File: config.mk
export PLATFORM = sky130hd
export DESIGN_NAME = quoted_string_unescape_utf8_unit
export DESIGN_NICKNAME = d
export VERILOG_FILES = /design/src/hdl/qsu_pkg.sv /design/src/hdl/quoted_string_unescape_utf8_unit.sv /design/src/hdl/qsu_front.sv /design/src/hdl/qsu_queue.sv /design/src/hdl/qsu_back.sv
export SDC_FILE = /design/constraint.sdc
export NUM_CORES = 1
export LEC_CHECK = 0
export BUFFER_PORTS_ARGS = -buffer_cell sky130_fd_sc_hd__buf_4
export CAP_MARGIN = 20
export CORE_ASPECT_RATIO = 2
export CORE_MARGIN = 3
export CORE_UTILIZATION = 54
export DETAILED_ROUTE_END_ITERATION = 8
export PLACE_DENSITY = 0.74
export SLEW_MARGIN = 5
export SYNTH_ARGS = -nofsm -noshare
export SYNTH_HDL_FRONTEND = slang
export SYNTH_SLANG_ARGS = --single-unit
File: constraint.sdc
create_clock -name clk -period 3.12 [get_ports clk]
set_clock_uncertainty 0.1 [all_clocks]
set_input_delay 0.156 -clock clk [delete_from_list [all_inputs] [get_ports clk]]
set_output_delay 0.156 -clock clk [all_outputs]
set_load 0.005 [all_outputs]
File: src/hdl/qsu_pkg.sv
`default_nettype none

package qsu_pkg;

	typedef enum logic [1:0] {
		STATUS_DATA   = 2'd0,
		STATUS_CLOSED = 2'd1,
		STATUS_ERROR  = 2'd2
	} status_t;

	localparam logic [2:0] ERR_NONE         = 3'd0;
	localparam logic [2:0] ERR_UNTERM_STR   = 3'd1;
	localparam logic [2:0] ERR_UNTERM_ESC   = 3'd2;
	localparam logic [2:0] ERR_BAD_ESC      = 3'd3;
	localparam logic [2:0] ERR_TRUNC_UNI    = 3'd4;
	localparam logic [2:0] ERR_BAD_HEX      = 3'd5;

	// Text bytes that open, close or interrupt a string.
	localparam logic [7:0] CH_LF     = 8'h0A;
	localparam logic [7:0] CH_SQUOTE = 8'h27;
	localparam logic [7:0] CH_DQUOTE = 8'h22;
	localparam logic [7:0] CH_BSLASH = 8'h5C;

	// Characters that may follow a backslash in a basic string.
	localparam logic [7:0] ESC_N     = 8'h6E;
	localparam logic [7:0] ESC_T     = 8'h74;
	localparam logic [7:0] ESC_R     = 8'h72;
	localparam logic [7:0] ESC_B     = 8'h62;
	localparam logic [7:0] ESC_F     = 8'h66;
	localparam logic [7:0] ESC_ZERO  = 8'h30;
	localparam logic [7:0] ESC_U4    = 8'h75;
	localparam logic [7:0] ESC_U8    = 8'h55;

	// One queue entry: all words caused by one input word.
	typedef struct packed {
		logic [3:0][7:0] data;
		logic [1:0]      last_idx;
		status_t         status;
		logic [2:0]      err;
	} entry_t;

endpackage

`default_nettype wire

File: src/hdl/quoted_string_unescape_utf8_unit.sv
// Results of an accepted s_axis word are queued; m_axis shows the queue head.
// Throughput: one input and, while m_axis_tready is high, one output word per cycle. The final hex digit
// of a \u or \U escape yields up to four words, drained at one per cycle through a
// QUEUE_DEPTH-entry queue; s_axis_tready drops only while that queue is full.
// Reset (arst_n low, asynchronous): idle, escape state and queue cleared at once.
`default_nettype none

module quoted_string_unescape_utf8_unit #(
	parameter int QUEUE_DEPTH = 4
) (
	input  wire logic        clk,
	input  wire logic        arst_n,
	input  wire logic        s_axis_tvalid,
	output logic             s_axis_tready,
	input  wire logic [7:0]  s_axis_tdata,   // [7:0] text_byte
	input  wire logic        s_axis_tlast,   // end_of_text
	output logic             m_axis_tvalid,
	input  wire logic        m_axis_tready,
	output logic [15:0]      m_axis_tdata,   // [7:0] out_byte, [10:8] error_code
	output logic [1:0]       m_axis_tuser,   // [1:0] status
	output logic             m_axis_tlast    // last
);

	logic            push, pop, full, not_empty;
	qsu_pkg::entry_t push_entry, head;

	assign s_axis_tready = !full;

	qsu_front u_front (
		.clk         (clk),
		.arst_n      (arst_n),
		.in_valid    (s_axis_tvalid),
		.in_ready    (s_axis_tready),
		.text_byte   (s_axis_tdata),
		.end_of_text (s_axis_tlast),
		.push        (push),
		.push_entry  (push_entry)
	);

	qsu_queue #(
		.DEPTH (QUEUE_DEPTH)
	) u_queue (
		.clk        (clk),
		.arst_n     (arst_n),
		.push       (push),
		.push_entry (push_entry),
		.pop        (pop),
		.full       (full),
		.not_empty  (not_empty),
		.head       (head)
	);

	qsu_back u_back (
		.clk        (clk),
		.arst_n     (arst_n),
		.head_valid (not_empty),
		.head       (head),
		.pop        (pop),
		.out_valid  (m_axis_tvalid),
		.out_ready  (m_axis_tready),
		.out_data   (m_axis_tdata),
		.out_user   (m_axis_tuser),
		.out_last   (m_axis_tlast)
	);

endmodule

`default_nettype wire

File: src/hdl/qsu_front.sv
`default_nettype none

module qsu_front (
	input  wire logic           clk,
	input  wire logic           arst_n,
	input  wire logic           in_valid,
	input  wire logic           in_ready,
	input  wire logic [7:0]     text_byte,
	input  wire logic           end_of_text,
	output logic                push,
	output qsu_pkg::entry_t     push_entry
);

	typedef enum logic [4:0] {
		MODE_IDLE    = 5'b00001,
		MODE_LITERAL = 5'b00010,
		MODE_BASIC   = 5'b00100,
		MODE_ESC     = 5'b01000,
		MODE_HEX     = 5'b10000
	} mode_t;

	mode_t       mode_q, mode_d;
	logic [3:0]  hex_left_q, hex_left_d;
	logic [31:0] code_point_q, code_point_d;
	logic        take;
	logic        hex_ok;
	logic [3:0]  hex_val;
	logic [31:0] cp_next;
	qsu_pkg::entry_t ent;
	logic        produce;

	assign take = in_valid && in_ready;

	always_comb begin
		hex_ok  = 1'b1;
		hex_val = 4'd0;
		if (text_byte >= 8'h30 && text_byte <= 8'h39) begin
			hex_val = text_byte[3:0];
		end else if ((text_byte >= 8'h61 && text_byte <= 8'h66) ||
			(text_byte >= 8'h41 && text_byte <= 8'h46)) begin
			hex_val = text_byte[3:0] + 4'd9;
		end else begin
			hex_ok = 1'b0;
		end
	end

	assign cp_next = {code_point_q[27:0], hex_val};

	always_comb begin
		mode_d       = mode_q;
		hex_left_d   = hex_left_q;
		code_point_d = code_point_q;
		produce      = 1'b0;
		ent          = '0;
		ent.status   = qsu_pkg::STATUS_DATA;
		unique case (mode_q) inside
			MODE_LITERAL, MODE_BASIC: begin
				produce = 1'b1;
				if (end_of_text || text_byte == qsu_pkg::CH_LF) begin
					ent.status   = qsu_pkg::STATUS_ERROR;
					ent.err      = qsu_pkg::ERR_UNTERM_STR;
					mode_d       = MODE_IDLE;
					hex_left_d   = 4'd0;
					code_point_d = 32'd0;
				end else if ((mode_q == MODE_LITERAL && text_byte == qsu_pkg::CH_SQUOTE) ||
					(mode_q == MODE_BASIC && text_byte == qsu_pkg::CH_DQUOTE)) begin
					ent.status = qsu_pkg::STATUS_CLOSED;
					mode_d     = MODE_IDLE;
				end else if (mode_q == MODE_BASIC && text_byte == qsu_pkg::CH_BSLASH) begin
					produce = 1'b0;
					mode_d  = MODE_ESC;
				end else begin
					ent.data[0] = text_byte;
				end
			end
			MODE_ESC: begin
				produce = 1'b1;
				mode_d  = MODE_BASIC;
				if (end_of_text) begin
					ent.status   = qsu_pkg::STATUS_ERROR;
					ent.err      = qsu_pkg::ERR_UNTERM_ESC;
					mode_d       = MODE_IDLE;
					hex_left_d   = 4'd0;
					code_point_d = 32'd0;
				end else begin
					case (text_byte) inside
						qsu_pkg::CH_DQUOTE: ent.data[0] = qsu_pkg::CH_DQUOTE;
						qsu_pkg::CH_BSLASH: ent.data[0] = qsu_pkg::CH_BSLASH;
						qsu_pkg::ESC_N:     ent.data[0] = 8'h0A;
						qsu_pkg::ESC_T:     ent.data[0] = 8'h09;
						qsu_pkg::ESC_R:     ent.data[0] = 8'h0D;
						qsu_pkg::ESC_B:     ent.data[0] = 8'h08;
						qsu_pkg::ESC_F:     ent.data[0] = 8'h0C;
						qsu_pkg::ESC_ZERO:  ent.data[0] = 8'h00;
						qsu_pkg::ESC_U4, qsu_pkg::ESC_U8: begin
							produce      = 1'b0;
							mode_d       = MODE_HEX;
							hex_left_d   = text_byte[5] ? 4'd4 : 4'd8;
							code_point_d = 32'd0;
						end
						default: begin
							ent.status   = qsu_pkg::STATUS_ERROR;
							ent.err      = qsu_pkg::ERR_BAD_ESC;
							mode_d       = MODE_IDLE;
							hex_left_d   = 4'd0;
							code_point_d = 32'd0;
						end
					endcase
				end
			end
			MODE_HEX: begin
				if (end_of_text || !hex_ok) begin
					produce      = 1'b1;
					ent.status   = qsu_pkg::STATUS_ERROR;
					ent.err      = end_of_text ? qsu_pkg::ERR_TRUNC_UNI
					                           : qsu_pkg::ERR_BAD_HEX;
					mode_d       = MODE_IDLE;
					hex_left_d   = 4'd0;
					code_point_d = 32'd0;
				end else begin
					code_point_d = cp_next;
					hex_left_d   = hex_left_q - 4'd1;
					if (hex_left_q == 4'd1) begin
						produce = 1'b1;
						mode_d  = MODE_BASIC;
						// UTF-8 words are stored in output order, lowest index first.
						if (cp_next < 32'h80) begin
							ent.data[0]  = cp_next[7:0];
							ent.last_idx = 2'd0;
						end else if (cp_next < 32'h800) begin
							ent.data[0]  = 8'hC0 | {3'b000, cp_next[10:6]};
							ent.data[1]  = {2'b10, cp_next[5:0]};
							ent.last_idx = 2'd1;
						end else if (cp_next < 32'h10000) begin
							ent.data[0]  = 8'hE0 | {4'b0000, cp_next[15:12]};
							ent.data[1]  = {2'b10, cp_next[11:6]};
							ent.data[2]  = {2'b10, cp_next[5:0]};
							ent.last_idx = 2'd2;
						end else begin
							// Out-of-range code points keep the truncated 4-byte form.
							ent.data[0]  = 8'hF0 | cp_next[25:18];
							ent.data[1]  = {2'b10, cp_next[17:12]};
							ent.data[2]  = {2'b10, cp_next[11:6]};
							ent.data[3]  = {2'b10, cp_next[5:0]};
							ent.last_idx = 2'd3;
						end
					end
				end
			end
			default: begin
				if (!end_of_text) begin
					mode_d       = (text_byte == qsu_pkg::CH_SQUOTE) ? MODE_LITERAL : MODE_BASIC;
					hex_left_d   = 4'd0;
					code_point_d = 32'd0;
				end
			end
		endcase
	end

	assign push       = take && produce;
	assign push_entry = ent;

	always_ff @(posedge clk or negedge arst_n) begin
		if (!arst_n) begin
			mode_q       <= MODE_IDLE;
			hex_left_q   <= 4'd0;
			code_point_q <= 32'd0;
		end else if (take) begin
			mode_q       <= mode_d;
			hex_left_q   <= hex_left_d;
			code_point_q <= code_point_d;
		end
	end

endmodule

`default_nettype wire

File: src/hdl/qsu_queue.sv
`default_nettype none

module qsu_queue #(
	parameter int DEPTH = 4
) (
	input  wire logic            clk,
	input  wire logic            arst_n,
	input  wire logic            push,
	input  wire qsu_pkg::entry_t push_entry,
	input  wire logic            pop,
	output logic                 full,
	output logic                 not_empty,
	output qsu_pkg::entry_t      head
);

	localparam int PW = (DEPTH > 1) ? $clog2(DEPTH) : 1;
	localparam int CW = $clog2(DEPTH + 1);

	qsu_pkg::entry_t slot_q [DEPTH];
	logic [PW-1:0]   wr_ptr_q, rd_ptr_q;
	logic [CW-1:0]   count_q;

	assign full      = (count_q == CW'(DEPTH));
	assign not_empty = (count_q != '0);
	assign head      = slot_q[rd_ptr_q];

	always_ff @(posedge clk) begin
		if (push) begin
			slot_q[wr_ptr_q] <= push_entry;
		end
	end

	always_ff @(posedge clk or negedge arst_n) begin
		if (!arst_n) begin
			wr_ptr_q <= '0;
			rd_ptr_q <= '0;
			count_q  <= '0;
		end else begin
			if (push) begin
				wr_ptr_q <= (wr_ptr_q == PW'(DEPTH - 1)) ? '0 : wr_ptr_q + PW'(1);
			end
			if (pop) begin
				rd_ptr_q <= (rd_ptr_q == PW'(DEPTH - 1)) ? '0 : rd_ptr_q + PW'(1);
			end
			if (push && !pop) begin
				count_q <= count_q + CW'(1);
			end else if (pop && !push) begin
				count_q <= count_q - CW'(1);
			end
		end
	end

endmodule

`default_nettype wire

File: src/hdl/qsu_back.sv
`default_nettype none

module qsu_back (
	input  wire logic            clk,
	input  wire logic            arst_n,
	input  wire logic            head_valid,
	input  wire qsu_pkg::entry_t head,
	output logic                 pop,
	output logic                 out_valid,
	input  wire logic            out_ready,
	output logic [15:0]          out_data,
	output logic [1:0]           out_user,
	output logic                 out_last
);

	logic [1:0] idx_q;
	logic       fire;

	assign out_valid = head_valid;
	assign fire      = out_valid && out_ready;
	assign out_last  = (idx_q == head.last_idx);
	assign pop       = fire && out_last;
	assign out_data  = {5'b00000, head.err, head.data[idx_q]};
	assign out_user  = head.status;

	always_ff @(posedge clk or negedge arst_n) begin
		if (!arst_n) begin
			idx_q <= 2'd0;
		end else if (fire) begin
			idx_q <= out_last ? 2'd0 : idx_q + 2'd1;
		end
	end

endmodule

`default_nettype wire

==> results of run 1 <==
[power by group through the flow]
stage / Combinational, W / Clock, W / Sequential, W
after detailed placement: 0.00236 / 0 / 0.00316
after CTS: 0.00241 / 0.00231 / 0.00311
after floorplan: 0.00155 / 0 / 0.00309
after global placement: 0.00229 / 0 / 0.00313
after global routing: 0.00256 / 0.00241 / 0.00314
final: 0.00237 / 0.00227 / 0.00312
[per-stage QoR]
step	total power (W)	hold slack (ns)	util	worst slack (ns)	std cells
after CTS	0.00783	0.0576	0.640	0.0363	927
after floorplan	0.00463	-0.240	-	0.124	657
after global routing	0.00811	0.0901	0.640	0.00212	927
after detailed placement	0.00552	0.103	0.599	0.0478	893
final	0.00776	0.0684	0.640	0.146	927
after global placement	0.00542	0.0839	0.599	0.114	893
[repair_timing]
item                                    CTS  global route
hold endpoints to repair                 46             0
endpoints found under the setup margin    0            46
resized for setup                         0             3
hold buffers                              2             0
buffers inserted                          0             0
[logic make-up after synthesis]
| group | synth area share |
|---|---|
| buffers and inverters | 0.0309 |
| AND/OR/NAND/NOR | 0.106 |
| other | 0.000426 |
| flip-flops | 0.609 |
| adder cells (fa/ha/maj) | 0.0193 |
| multiplexers | 0.122 |
| AO/OA/AOI/OAI | 0.105 |
| XOR/XNOR | 0.00796 |
[Yosys cell counts, types with 4 or more instances]
master    count  area [µm²]
edfxtp_1    140        4200
o21ai_0      69         345
nand2_1      53         199
dfrtp_1      45        1130
mux4_2       42         946
nor2_1       36         135
a21oi_1      24         120
clkbuf_1     24        90.1
inv_1        20        75.1
nor3_1       13        65.1
ha_1         12         150
o31ai_1      12        90.1
nand2b_1     11        68.8
buf_2        10        50.1
nor4_1        9        56.3
nand3_1       8        40.0
a31oi_1       6        37.5
buf_4         6        45.0
or3_1         6        37.5
xor2_1        6        52.6
a21o_1        5        37.5
and3_1        5        31.3
nor2b_1       5        31.3
nor3b_1       5        37.5
o22ai_1       5        31.3
and2_1        4        25.0
mux2_2        4        45.0
mux2i_1       4        40.0
o211ai_1      4        30.0
[routing by layer]
metal | global-route usage | wire, µm | up-vias
met5 | 0 | 0 | -
met4 | 0.150 | 1390 | 0
met3 | 0.0496 | 915 | 77
met2 | 0.469 | 12600 | 221
met1 | 0.298 | 7820 | 2963
li1 | - | - | 2617
[path summary, 6_finish.rpt]
| path | to | depth (start not counted) | startpoint | slack [ns] |
|---|---|---|---|---|
| max | u_queue.count_q[2] | 10 | u_front.mode_q[2] | 0.15 |
| min | u_front.mode_q[4] | 3 | s_axis_tlast | 0.07 |
| max reg2reg | u_queue.count_q[2] | 10 | u_front.mode_q[2] | 0.15 |
| min reg2reg | u_front.code_point_q[25] | 2 | u_front.code_point_q[25] | 0.42 |
| max in group asynchronous | u_front.code_point_q[27] | 2 | arst_n | 2.26 |
| min in group asynchronous | u_back.idx_q[0] | 2 | arst_n | 0.20 |
[flip-flops by register name, summed over array words and instances, names as in the netlist]
signal	cells
u_front.mode_q	5
u_back.idx_q	2
u_queue.count_q	3
u_queue.rd_ptr_q	2
u_queue.slot_q	140
u_front.hex_left_q	4
u_front.code_point_q	28
u_queue.wr_ptr_q	2
[critical path, delay by kind of cell (launching register included)]
kind / cells / cell delay (ns)
compound gates: 2 / 0.48
xor+xnor: 2 / 0.34
fa+ha+maj: 2 / 0.60
buf+inv: 1 / 0.07
flops: 1 / 0.48
simple gates: 3 / 0.83
[area by class of cell]
| type | count | share of cell area |
|---|---|---|
| repair buffers | 80 | 0.0633 |
| multi-input cells | 408 | 0.316 |
| clock inverters | 12 | 0.0185 |
| well taps | 201 | 0.0248 |
| flip-flops and latches | 186 | 0.527 |
| clock buffers | 20 | 0.0430 |
| inverters | 20 | 0.00739 |
[placed cells by master (no fill, tap or decap), drive strengths merged, types with 9 or more instances in the layout]
cell type  count
a21oi         26
buf           78
clkbuf        20
dfrtp         45
edfxtp       140
ha            12
inv           25
mux4          42
nand2         53
nand2b        11
nor2          36
nor3          15
nor4           9
o21ai         70
o31ai         12
==> results by group, run 1 <==
Global routing
  – Initial antenna violation count: 0
  – Total grt overflow: 0
  – Vias in the first global route: 6094
  – First-pass GRT wire length: between 30000 and 40000 µm
  – Largest net degree at the start of global routing: 47
  – Total GRT Usage: 0.269

STA
  – # setup viols final: 0
  – FMAX: about 0.34 GHz
  – Final hold violations: 0
  – Relative slew slack: 0.463
  – Setup Total Neg Slack: 0 ns
  – RSZ-0062 raised after global routing: false
  – Crit path time final: between 2 and 3 ns
  – Worst slew pin tran: approximately 0.8 ns
  – Fin crit share: 0.953
  – Slew Limit Fails: 0

Worst setup path
  – CP peak stage delay: 0.48 ns
  – Worst Setup Start Kind: flip-flop
  – Cell mode on critical path: xor2_1
  – Crit-path max FO: 9
  – Required time of the critical path: approximately 3.4 ns
  – CP Capture Type: flip-flop
  – Crit path cell chain: nand2b_1 > or4_1 > a31oi_1 > o31a_4 > ha_1 > inv_1 > fa_1 > xor2_1 > nor2_1 > xor2_1
  – Arrival @ worst endpoint: approximately 3.2 ns
  – WS Path Type: reg -> reg
  – Crit-path slowest cell: dfrtp_1

Final layout
  – Fraction of layout cells with a size suffix above 1: 0.241
  – Seq. cell area: 5360 µm²
  – Design area: 10200 µm²
  – Ant diodes: 0
  – Area Growth Syn to Fin: 15.4%
  – # fillers: roughly 1200
  – Area of the multi-input gates: 3210 µm²
  – Nets: ~740

Pwr
  – Cell-internal power: about 0.0055 W
  – VDD IR max: roughly 0.00044 V
  – Lkg Pwr: 3.67 nW
  – Sw Share: 0.291
  – Comb pwr share: 0.305
  – Power per cell area: around 760 nW/µm²
  – Reg power frac: 0.402
  – Clock share of power: 0.293
  – Switching power: 0.00226 W

Die
  – Die area: 18000 µm²
  – Starting Density: 0.555
  – Die width: about 96 µm
  – Row count: 65
  – Die height: 187 µm
  – I/O pins: 34
  – Core area: around 16000 µm²

Placement
  – Routability cong.: ~0.97
  – Detailed-placement wirelength estimate: 16000 µm
  – Area post-placement: around 9500 µm²
  – Buffers on Ports: 28

Clock network
  – CTS tree: done
  – Max H-tree Level: 4
  – TritonCTS Buffers: 17
  – Clk buf depth: 2
  – CTS root buf: clkbuf_16
  – Clk sink count: about 190
  – Later-pin clock latency in the skew report: between 0.4 and 0.5 ns
  – Worst-path clk slew: about 0.070 ns

Routing
  – Drc violations: 0
  – Post-DR wirelength/cell: ~25 µm
  – DR iter-0 viols: approximately 400
  – DRT Pass-1 Iters: 5
  – Via count: 5878
  – Vias/cell: 6.34
  – Routed Antenna Nets: 0
  – Drt total wl: approximately 23000 µm

Hold path
  – Worst Hold Class: in -> reg

Yosys
  – Yosys reg bits: between 150 and 200
  – Netlist Area Pre-Place: around 8800 µm²
  – Async S/R FF share, synth: 0.247
  – Synth warnings: 0
  – Prevailing post-synth register cell: edfxtp_1
  – Synth unique cells: just under 70
  – Sequential share of the synthesized area: 0.609
  – Synth Instances: between 600 and 700
  – Number of flops mapped to enable cells by yosys: 140
  – Syn Area/Cell: between 10 and 15 µm²

Run status
  – Status: finished clean

Run
  – Max-cap viol count: 0
(Power assumes the default switching activity.)
==> run 2: changes to the inputs <==
==> constraint.sdc (replaced) <==
create_clock -name clk -period 3.12 [get_ports clk]
set_clock_uncertainty 0.1 [all_clocks]
set_input_delay 0.312 -clock clk [delete_from_list [all_inputs] [get_ports clk]]
set_output_delay 0.312 -clock clk [all_outputs]
set_load 0.005 [all_outputs]
==> run 2 against run 1 <==
Net effect:
- die area is the same
- routed wire length shrank 2.2%
- largest cell class unchanged
- maximum frequency grew 0.84%
- sequential power is essentially flat
- largest power group unchanged
- total power shrank 2.7%
- sequential share of layout area shrank 0.37 points
- first-iteration DRC count grew 24%
==> results by group, run 2 (synthesized netlist as in run 1, its figures left out) <==
Clock network
  – Clk buf depth: 2 (unchanged)
  – TritonCTS Buffers: 17 (unchanged)
  – Later-pin clock latency in the skew report: 0.43 ns (about the same)
  – Max H-tree Level: 4 (unchanged)
  – Clk sink count: 186 (unchanged)
  – Worst-path clk slew: 0.07 ns (about the same)
  – CTS tree: done (unchanged)
  – CTS root buf: clkbuf_16 (unchanged)
  – Postcts setup bufs: 0 (unchanged)

Die
  – Die area: 18000 µm² (unchanged)
  – Row count: 65 (unchanged)
  – Die height: 187 µm (unchanged)
  – I/O pins: 34 (unchanged)
  – Core area: 15900 µm² (unchanged)
  – Die width: 96.3 µm (unchanged)
  – Starting Density: 0.555 (unchanged)

Pwr
  – Power per cell area: 738 nW/µm² (was 764 nW/µm²)
  – Total Power: 0.00755 W (was 0.00776 W)
  – Lkg Pwr: 3.72 nW (was 3.67 nW)
  – VDD IR max: 0.000418 V (was 0.000440 V)

STA
  – Fin crit share: 0.945 (was 0.953)
  – Worst slew pin tran: 0.864 ns (was 0.804 ns)
  – FMAX: 0.339 GHz (was 0.336 GHz)
  – Slew Limit Fails: 0 (unchanged)
  – Final hold violations: 0 (unchanged)
  – Crit path time final: 2.95 ns (was 2.97 ns)
  – Relative slew slack: 0.423 (was 0.463)
  – Setup Total Neg Slack: 0 ns (unchanged)
  – # setup viols final: 0 (unchanged)

Placement
  – Buffers on Ports: 28 (unchanged)
  – Detailed-placement wirelength estimate: 16000 µm (about the same)
  – Routability cong.: 0.951 (was 0.968)

Final layout
  – Area Growth Syn to Fin: 16.3% (was 15.4%)
  – Ant diodes: 0 (unchanged)
  – Largest registers: u_queue.slot_q (140), u_front.code_point_q (28), u_front.mode_q (5) (unchanged)
  – # fillers: 1168 (was 1175)
  – Commonest non-fill, non-tap cell in the layout: edfxtp_1 (unchanged)
  – Most frequent cells in the layout: 140 x edfxtp_1, 87 x buf_4, 68 x o21ai_0 (was 140 x edfxtp_1, 75 x buf_4, 69 x o21ai_0)
  – Fraction of layout cells with a size suffix above 1: 0.257 (was 0.241)
  – Max reg flops: 140 (unchanged)
  – Nets: 752 (was 739)
  – Largest Register: u_queue.slot_q (unchanged)

Routing
  – Vias/cell: 6.26 (was 6.34)
  – Drt total wl: 22300 µm (was 22800 µm)
  – Post-DR wirelength/cell: 23.7 µm (was 24.6 µm)
  – DRT Pass-1 Iters: 5 (unchanged)
  – Routed Antenna Nets: 0 (unchanged)
  – Via count: 5880 (was 5878)
  – Drc violations: 0 (unchanged)
  – DR iter-0 viols: 490 (was 395)

Run
  – Max-cap viol count: 0 (unchanged)

Run status
  – Status: finished clean (unchanged)

Global routing
  – Largest net degree at the start of global routing: 47 (unchanged)
  – Initial antenna violation count: 0 (unchanged)
  – Vias in the first global route: 6077 (was 6094)
  – Total GRT Usage: 0.262 (was 0.269)
  – Total grt overflow: 0 (unchanged)
  – First-pass GRT wire length: 34500 µm (was 35100 µm)

Worst setup path
  – CP Capture Type: output port (was flip-flop)
  – WS Path Type: reg -> out (was reg -> reg)
  – Worst Setup Start Kind: flip-flop (unchanged)
  – Required time of the critical path: 2.71 ns (was 3.37 ns)
  – Arrival @ worst endpoint: 2.54 ns (was 3.23 ns)
  – Crit-path max FO: 23 (was 9)

Hold path
  – Worst Hold Class: in -> reg (unchanged)
run 2: cell count changes in the layout (fill, tap and decap cells not counted), moves of 2 or more:
| cell | delta |
|---|---|
| clkbuf_1 | -2 |
| bufinv_16 | -2 |
| inv_6 | -2 |
| clkinv_1 | +2 |
| clkinv_4 | +2 |
| buf_4 | +12 |
| buf_12 | +2 |
run 2: worst max-delay path, cell delays in order, from the launching register on:
cell and delay (ns):
dfrtp_2 0.43, buf_4 0.42, mux4_2 0.59, mux4_2 0.50
buf_4 0.15
run 2: timing repair:
action	CTS	global route
endpoints found under the hold margin	45	0
hold buffers	1	0
setup endpoints to repair	0	6
resized for setup	0	5
run 2: metal layers:
layer | global-route usage | vias up | part of all wire
met4 | 0.121 | 0 | 0.044
met1 | 0.293 | 2984 | 0.35
met5 | 0 | - | 0
met2 | 0.471 | 199 | 0.57
li1 | - | 2638 | -
met3 | 0.0391 | 59 | 0.034
run 2: report_power, final:
| group | internal, W | switching [W] |
|---|---|---|
| registers | 0.00297 | 0.000148 |
| clock network | 0.00118 | 0.000912 |
| logic | 0.00119 | 0.00115 |
| total | 0.00534 | 0.00221 |
run 2: worst paths after layout:
kind | start | to | slack, ns | cells after the start
setup / recovery | u_queue.rd_ptr_q[0] | m_axis_tdata[1] | 0.17 | 4
hold / removal | s_axis_tlast | u_front.mode_q[4] | 0.19 | 3
setup reg to reg | u_front.mode_q[3] | u_queue.count_q[2] | 0.18 | 10
hold reg to reg | u_queue.count_q[2] | u_queue.count_q[2] | 0.38 | 1
max in group asynchronous | arst_n | u_front.mode_q[2] | 2.12 | 2
min in group asynchronous | arst_n | u_back.idx_q[0] | 0.32 | 2
run 2: final cells by class:
cell class                      count  area (µm²)  area share
Sequential cell                   186        5360       0.524
Multi-Input combinational cell    408        3210       0.313
Timing Repair Buffer               93         763      0.0746
Clock buffer                       18         429      0.0419
Tap cell                          201         251      0.0246
Clock inverter                     14         148      0.0144
Inverter                           20        75.1     0.00734
run 2: metrics by stage:
step / setup WS (ns) / util / instance area [µm²] / hold WS, ns / instances
after CTS: 0.0553 / 0.644 / 10200 / 0.177 / 940
final: 0.171 / 0.645 / 10200 / 0.195 / 940
after floorplan: 0.0793 / - / 8820 / -0.0836 / 657
after global routing: -0.00114 / 0.645 / 10200 / 0.193 / 940
after detailed placement: -0.0633 / 0.607 / 9630 / 0.261 / 907
after global placement: -0.0285 / 0.607 / 9630 / 0.244 / 907
==> run 3: changes to the inputs <==
--- a/config.mk
+++ b/config.mk
@@ -10,6 +10,7 @@
 export CORE_ASPECT_RATIO = 2
 export CORE_MARGIN = 3
 export CORE_UTILIZATION = 54
+export CTS_BUF_LIST = sky130_fd_sc_hd__clkbuf_8 sky130_fd_sc_hd__clkbuf_16
 export DETAILED_ROUTE_END_ITERATION = 8
 export PLACE_DENSITY = 0.74
 export SLEW_MARGIN = 5
==> run 3 against run 2 <==
Net effect:
- register-to-register slack about the same
- via count about the same
- clock power about the same
- utilization unchanged
- maximum frequency about the same
- critical path depth unchanged
- clock-buffer cell count decreased by 1
- critical endpoint unchanged
- first-iteration DRC count decreased by 1.0%
- die area unchanged
- hold slack about the same
- total power about the same
==> results by group, run 3 (synthesized netlist as in run 1, its figures left out) <==
Placement
  – Buffers on Ports: 28 (unchanged)
  – Routability cong.: 0.951 (unchanged)
  – Area post-placement: 9630 µm² (unchanged)
  – Detailed-placement wirelength estimate: 16000 µm (unchanged)

Run status
  – Status: finished clean (unchanged)

Worst setup path
  – WS Path Type: reg -> out (unchanged)
  – Arrival @ worst endpoint: 2.54 ns (about the same)
  – Crit-path slowest cell: mux4_2 (unchanged)
  – Worst Setup Start Kind: flip-flop (unchanged)
  – CP Capture Type: output port (unchanged)
  – Crit-path max FO: 23 (unchanged)
  – Crit path cell chain: buf_4 > mux4_2 > mux4_2 > buf_4 (unchanged)
  – Required time of the critical path: 2.71 ns (about the same)
  – CP peak stage delay: 0.59 ns (about the same)

Final layout
  – Ant diodes: 0 (unchanged)
  – Design area: 10200 µm² (unchanged)
  – Largest Register: u_queue.slot_q (unchanged)
  – Largest registers: u_queue.slot_q (140), u_front.code_point_q (28), u_front.mode_q (5) (unchanged)
  – Fraction of layout cells with a size suffix above 1: 0.257 (unchanged)
  – Max reg flops: 140 (unchanged)
  – Most frequent cells in the layout: 140 x edfxtp_1, 87 x buf_4, 68 x o21ai_0 (unchanged)
  – Area Growth Syn to Fin: 16.3% (unchanged)
  – Commonest non-fill, non-tap cell in the layout: edfxtp_1 (unchanged)
  – Nets: 752 (unchanged)

Die
  – Core area: 15900 µm² (unchanged)
  – I/O pins: 34 (unchanged)
  – Row count: 65 (unchanged)
  – Die area: 18000 µm² (unchanged)
  – Die height: 187 µm (unchanged)
  – Die width: 96.3 µm (unchanged)
  – Starting Density: 0.555 (unchanged)

Clock network
  – Later-pin clock latency in the skew report: 0.43 ns (about the same)
  – Worst-path clk slew: 0.07 ns (about the same)
  – Clk buf depth: 2 (unchanged)
  – TritonCTS Buffers: 17 (unchanged)
  – Max H-tree Level: 4 (unchanged)
  – Clk sink count: 186 (unchanged)
  – CTS tree: done (unchanged)
  – CTS root buf: clkbuf_16 (unchanged)

Routing
  – Vias/cell: 6.25 (was 6.26)
  – Routed Antenna Nets: 0 (unchanged)
  – Drt total wl: 22300 µm (about the same)
  – Drc violations: 0 (unchanged)
  – DR iter-0 viols: 485 (was 490)
  – DRT Pass-1 Iters: 5 (unchanged)
  – Via count: 5878 (was 5880)
  – Post-DR wirelength/cell: 23.7 µm (about the same)

STA
  – Slew Limit Fails: 0 (unchanged)
  – Hold Worst Slack: 0.194 ns (was 0.195 ns)
  – FMAX: 0.339 GHz (about the same)
  – # setup viols final: 0 (unchanged)
  – Final hold violations: 0 (unchanged)
  – Crit path time final: 2.95 ns (about the same)
  – Relative slew slack: 0.423 (unchanged)
  – Fin crit share: 0.945 (about the same)
  – Worst slew pin tran: 0.864 ns (unchanged)

Global routing
  – Vias in the first global route: 6077 (unchanged)
  – Largest net degree at the start of global routing: 47 (unchanged)
  – Initial antenna violation count: 0 (unchanged)
  – Total GRT Usage: 0.262 (unchanged)
  – Total grt overflow: 0 (unchanged)
  – First-pass GRT wire length: 34500 µm (unchanged)

Pwr
  – VDD IR max: 0.000414 V (was 0.000418 V)
  – Power per cell area: 737 nW/µm² (was 738 nW/µm²)
  – Lkg Pwr: 3.72 nW (about the same)

Run
  – Max-cap viol count: 0 (unchanged)

Hold path
  – Worst Hold Class: in -> reg (unchanged)
-- run 3: changes by cell type in the layout (fill, tap and decap cells not counted), sizes merged --
| cell | delta |
|---|---|
| inv | +1 |
| clkbuf | -1 |
-- run 3: final timing paths --
path | start | endpoint | slack (ns) | cells after the start
max in group asynchronous | arst_n | u_front.mode_q[2] | 2.12 | 2
worst min-delay path | s_axis_tlast | u_front.mode_q[4] | 0.19 | 3
worst max register to register | u_front.mode_q[3] | u_queue.count_q[2] | 0.18 | 10
worst min register to register | u_queue.count_q[2] | u_queue.count_q[2] | 0.38 | 1
worst max-delay path | u_queue.rd_ptr_q[0] | m_axis_tdata[1] | 0.17 | 4
min in group asynchronous | arst_n | u_back.idx_q[0] | 0.32 | 2
-- run 3: power breakdown --
group	internal (W)	switching [W]
clock network	0.00118	0.000910
registers	0.00297	0.000147
logic	0.00119	0.00115
total	0.00534	0.00220
-- run 3: final cells by class --
type,instances,area [µm²]
clock buffer,17,425
clock inverter,15,151
fill,1168,5630
inverter,20,75.1
multi-input combinational,408,3210
sequential,186,5360
tap,201,251
timing repair buffer,93,763
-- run 3: through the flow --
stage / setup TNS [ns] / power, W / setup WS [ns] / util / instances
floorplan: 0 / 0.00463 / 0.0793 / - / 657
global placement: -0.0285 / 0.00542 / -0.0285 / 0.607 / 907
detailed placement: -0.0633 / 0.00552 / -0.0633 / 0.607 / 907
CTS: 0 / 0.00760 / 0.0553 / 0.644 / 940
global route: -0.00114 / 0.00791 / -0.00114 / 0.645 / 940
finish: 0 / 0.00754 / 0.172 / 0.645 / 940
-- run 3: critical path: cells and delay by family (launching register included) --
| kind | cells | cell delay, ns |
|---|---|---|
| buf+inv | 2 | 0.57 |
| flops | 1 | 0.42 |
| mux | 2 | 1.09 |
-- run 3: metal layers --
layer  GRT usage  part of all wire  wire (µm)
met1       0.293              0.35       7860
met2       0.471              0.57      12700
met3      0.0391             0.032        712
met4       0.121             0.045        994
met5           0                 0          0
-- run 3: what timing repair did --
| action | in CTS | in global routing |
|---|---|---|
| hold endpoints to repair | 45 | 0 |
| hold buffers | 1 | 0 |
| setup endpoints to repair | 0 | 6 |
| gates resized for setup | 0 | 5 |
| buffers inserted | 0 | 0 |
